==> src/rtl/core/lsbb_pkg.sv <==
// lsbb_pkg: shared types, constants and codes of the lsb-first bit stream buffer
`timescale 1ns / 1ps
package lsbb_pkg;

    // store geometry
    localparam int STORE_BYTES = 512;
    localparam int ADDR_W      = $clog2(STORE_BYTES);
    localparam int LEN_W       = $clog2(STORE_BYTES * 8) + 1;
    localparam int DATA_W      = 8;
    localparam int CNT_W       = 4;
    localparam logic [LEN_W:0] CAP_BITS = (LEN_W + 1)'(STORE_BYTES * 8);
    localparam logic [CNT_W-1:0] MAX_CNT = CNT_W'(DATA_W);

    // operation codes
    typedef enum logic [1:0] {
        OP_APPEND = 2'd0,
        OP_REMOVE = 2'd1,
        OP_READ   = 2'd2,
        OP_CLEAR  = 2'd3
    } op_t;

    // status codes
    typedef enum logic [1:0] {
        ST_OK    = 2'd0,
        ST_FULL  = 2'd1,
        ST_EMPTY = 2'd2,
        ST_PAST  = 2'd3
    } status_t;

    // controller to datapath
    typedef struct packed {
        logic load;
        logic fetch;
        logic exec;
        logic write_hi;
    } cmd_t;

    // datapath to controller
    typedef struct packed {
        logic hi_needed;
    } stat_t;

endpackage

==> src/rtl/core/lsbb_ctrl.sv <==
// lsbb_ctrl: state machine sequencing accept, fetch, execute and second write
`timescale 1ns / 1ps
module lsbb_ctrl (
    input  logic            clk,
    input  logic            rst_n,
    input  logic            item_valid,
    output logic            item_ready,
    output logic            result_valid,
    input  logic            result_ready,
    output lsbb_pkg::cmd_t  cmd,
    input  lsbb_pkg::stat_t stat
);
    import lsbb_pkg::*;

    typedef enum logic [3:0] {
        S_IDLE  = 4'b0001,
        S_FETCH = 4'b0010,
        S_EXEC  = 4'b0100,
        S_HI    = 4'b1000
    } state_t;

    state_t state_reg, state_next;
    logic   out_valid_reg, out_valid_next;
    logic   slot_free;

    // result slot is free when empty or being drained this cycle
    assign slot_free    = !out_valid_reg || result_ready;
    assign item_ready   = (state_reg == S_IDLE);
    assign result_valid = out_valid_reg;

    // next state and commands
    always_comb
    begin
        state_next   = state_reg;
        cmd.load     = 1'b0;
        cmd.fetch    = 1'b0;
        cmd.exec     = 1'b0;
        cmd.write_hi = 1'b0;
        case (state_reg)
            S_IDLE:
            begin
                if (item_valid)
                begin
                    cmd.load   = 1'b1;
                    state_next = S_FETCH;
                end
            end
            S_FETCH:
            begin
                cmd.fetch = 1'b1;
                if (slot_free)
                begin
                    state_next = S_EXEC;
                end
            end
            S_EXEC:
            begin
                cmd.exec   = 1'b1;
                state_next = stat.hi_needed ? S_HI : S_IDLE;
            end
            S_HI:
            begin
                cmd.write_hi = 1'b1;
                state_next   = S_IDLE;
            end
            default:
            begin
                state_next = S_IDLE;
            end
        endcase
    end

    // result valid flag
    always_comb
    begin
        out_valid_next = out_valid_reg;
        if (cmd.exec)
        begin
            out_valid_next = 1'b1;
        end
        else if (out_valid_reg && result_ready)
        begin
            out_valid_next = 1'b0;
        end
    end

    // state registers
    always_ff @(posedge clk or negedge rst_n)
    begin
        if (!rst_n)
        begin
            state_reg     <= S_IDLE;
            out_valid_reg <= 1'b0;
        end
        else
        begin
            state_reg     <= state_next;
            out_valid_reg <= out_valid_next;
        end
    end

endmodule

==> config.mk <==
export PLATFORM = sky130hd
export DESIGN_NAME = lsbb_ctrl
export DESIGN_NICKNAME = d
export VERILOG_FILES = /design/src/rtl/core/lsbb_pkg.sv /design/src/rtl/core/lsbb_ctrl.sv
export SDC_FILE = /design/constraint.sdc
export NUM_CORES = 1
export LEC_CHECK = 0
export BUFFER_PORTS_ARGS = -buffer_cell sky130_fd_sc_hd__buf_2
export CORE_AREA = 2 2 39 41
export CTS_CLUSTER_DIAMETER = 50
export CTS_CLUSTER_SIZE = 16
export DETAILED_ROUTE_END_ITERATION = 8
export DIE_AREA = 0 0 41 43
export HOLD_SLACK_MARGIN = 0.06
export SYNTH_ARGS = -nofsm -noshare
export SYNTH_HDL_FRONTEND = slang
export SYNTH_SLANG_ARGS = --single-unit
export TNS_END_PERCENT = 5
==> constraint.sdc <==
create_clock -name clk -period 1.8 [get_ports clk]
set_clock_uncertainty 0.2 [all_clocks]
set_input_delay 0.18 -clock clk [delete_from_list [all_inputs] [get_ports clk]]
set_output_delay 0.18 -clock clk [all_outputs]
set_load 0.02 [all_outputs]
==> results.md <==
* Maximum root-to-sink buffer count at 2
* Drt wl/cell at 9.691 um
* Cts bufs inserted at 3
* Placeable Area at 1384 sq um
* Vias in the first global route at 211
* Pins Over Slew Limit at 0
* Layout area overhead at 76.44%
* Worst-path clk slew at 0.04 ns
* Final min period at 1.782 ns
* Reg2reg start: state_reg[3]
* Die area at 1763 sq um
* Fin nets at 45
* # rows at 14
* RSZ-0062 raised after global routing: true
* N_diodes at 0
* Worst setup EP type: output pin
* Maxcap violations at 0
* Outcome: completed
* Root Driver: clkbuf_4
* DRC at 0
* Starting Density at 17.27%
* Synthesized net count at 24
* CP startpoint kind: register
* CTS H-tree lvls at 1
* Count of final setup violators at 0
* Total leakage power at 0.2053 nW
* First-pass DRT Iterations at 2
* Reg2Reg Depth at 3
* Final Hold Vio Count at 0
* # fillers at 146
* Routed WL at 533 um
* Drt via density at 3.927
* Cells after Synth at 19
* Worst rel slew slack at 79.01%
* Final Cycle Share at 98.98%
* Crit Path Category: register to output pin
* GRT Overall Usage at 7.179%
* Gp weighted congestion at 0.6341
* Pwr Density at 1485 nW/um^2
* Setup crit start: state_reg[3]
* Mapped cell area at 239.0 sq um
* Top cell type's share of synthesized area at 41.88%
* Count of different cell masters after synthesis at 12
* Routed vias at 216
* IO Count at 11
* Initial antenna violation count at 0
* Total power at 0.6260 mW
* Die height at 43 um
* Critical path endpoint: cmd[2]
* Detail Route Antenna Nets at 0
* Number of flip-flops in the largest register at 4
* Die W at 41 um
* Post-synthesis sequential area ratio at 52.88%
* Global route overflow at 0
* Reg area at 127.6 sq um
* Fmax at 561.3 MHz
* Port Buf Inserts at 10
* Flop2flop setup slack at 0.25 ns
* Total of warnings raised by yosys at 0
* Ranking of synthesized cells by area: dfrtp_1 42%, nor4b_2 13%, dfstp_2 11%, nand2b_1 7.9%, and2_1 5.2%
* Commonest cells in the netlist: 4 x dfrtp_1, 3 x nand2b_1, 2 x and2_1, 2 x nor4b_2
* Critical Path RT at 1.42 ns
* Critical path peak fanout at 4
* CTS tree: done
* Ys flop type: dfrtp_1
* EDFF count, synth at 0
* Asr flop ratio synth at 100.0%
* FF+latch count, synth at 5
* Yosys top cell by area: dfrtp_1
* Clk_lat worst skew at 0.24 ns
* Min-Delay Path Class: input pin to async pin
* WP data arrival at 1.40 ns
* Reg-to-Reg End: state_reg[1]
* First-pass GRT wire length at 772 um
* DRT iter0 DRCs at 1
* Slew @ Worst Pin at 0.3140 ns
* Most frequent cell after synthesis: dfrtp_1
* Core Util, Final at 30.47%
* Clock Sink Count at 5
* Final hold slack at 0.08829 ns
* Area of the multi-input gates at 116.4 sq um
* Largest net degree at the start of global routing at 6
* Mapped Avg Cell Area at 12.58 sq um
* Max IR drop VDD at 0.5524 mV
* Ratio of cells with drive above 1 in the final layout at 58.97%
## area by class of cell
class                           count  area share [%]
Timing Repair Buffer               17           29.67
Multi-Input combinational cell     12           27.60
Sequential cell                     5           30.27
Tap cell                           16           4.748
Clock buffer                        4           6.231
Inverter                            1           1.484
## cell families after synthesis
logic type	after synthesis	share of synthesized area (%)
AOI/OAI and AO/OA	2	6.285
buffers and inverters	2	4.712
DFF	5	52.88
and+or+nand+nor	10	36.13
## worst min path at each step
stage          startpoint           end  cells after the start
3_5_place_dp        rst_n  state_reg[2]                      1
5_1_grt             rst_n  result_valid                      2
6_report            rst_n  state_reg[2]                      2
2_1_floorplan       rst_n  result_valid                      0
3_3_place_gp        rst_n  state_reg[3]                      1
4_1_cts             rst_n  state_reg[2]                      2
## metal layers
layer | vias up | wire length (um) | global-route usage (%)
met5 | - | 0 | 0
met4 | 0 | 0 | 6.000
met3 | 0 | 49 | 3.141
met2 | 11 | 235 | 9.375
met1 | 97 | 248 | 8.553
li1 | 108 | - | -
## cells in the final DEF, fill, tap and decap left out
master	n
buf_4	3
dfrtp_2	1
dfrtp_1	3
nor4b_2	1
nand2b_1	3
dfstp_2	1
o21bai_1	1
nor2b_1	1
nor4b_1	1
buf_6	2
clkbuf_1	1
or4b_4	1
and2_1	1
nor4b_4	1
and2_4	1
dlygate4sd3_1	4
o31ai_1	1
clkbuf_4	3
buf_2	8
inv_4	1
## stage by stage
stage | setup TNS, ns | setup slack, ns | instance area (sq um) | std cells
detailed placement | 0 | 0.1738 | 310.3 | 44
CTS | -0.02069 | -0.02069 | 409.1 | 55
global route | -0.03597 | -0.02786 | 421.7 | 55
floorplan | 0 | 0.1479 | 247.7 | 19
global placement | 0 | 0.1702 | 310.3 | 44
finish | 0 | 0.01835 | 421.7 | 55
## worst max-delay path, stage by stage (launching register included)
cell and delay (ns):
dfrtp_2 0.43, or4b_4 0.55, inv_4 0.07, buf_6 0.11
## repair_timing
item | CTS | global route
endpoints found under the hold margin | 9 | 0
hold buffers | 4 | 0
pin swaps | 1 | 2
setup buffers | 3 | 0
endpoints found under the setup margin | 2 | 2
resized for setup | 4 | 5
## report_power, final
part	internal (mW)	switching, mW	total, mW
clock	0.0836	0.0434	0.127
sequential	0.155	0.0400	0.195
combinational	0.174	0.131	0.304
total	0.412	0.214	0.626
Note: power is estimated with default switching activity, not from simulation.
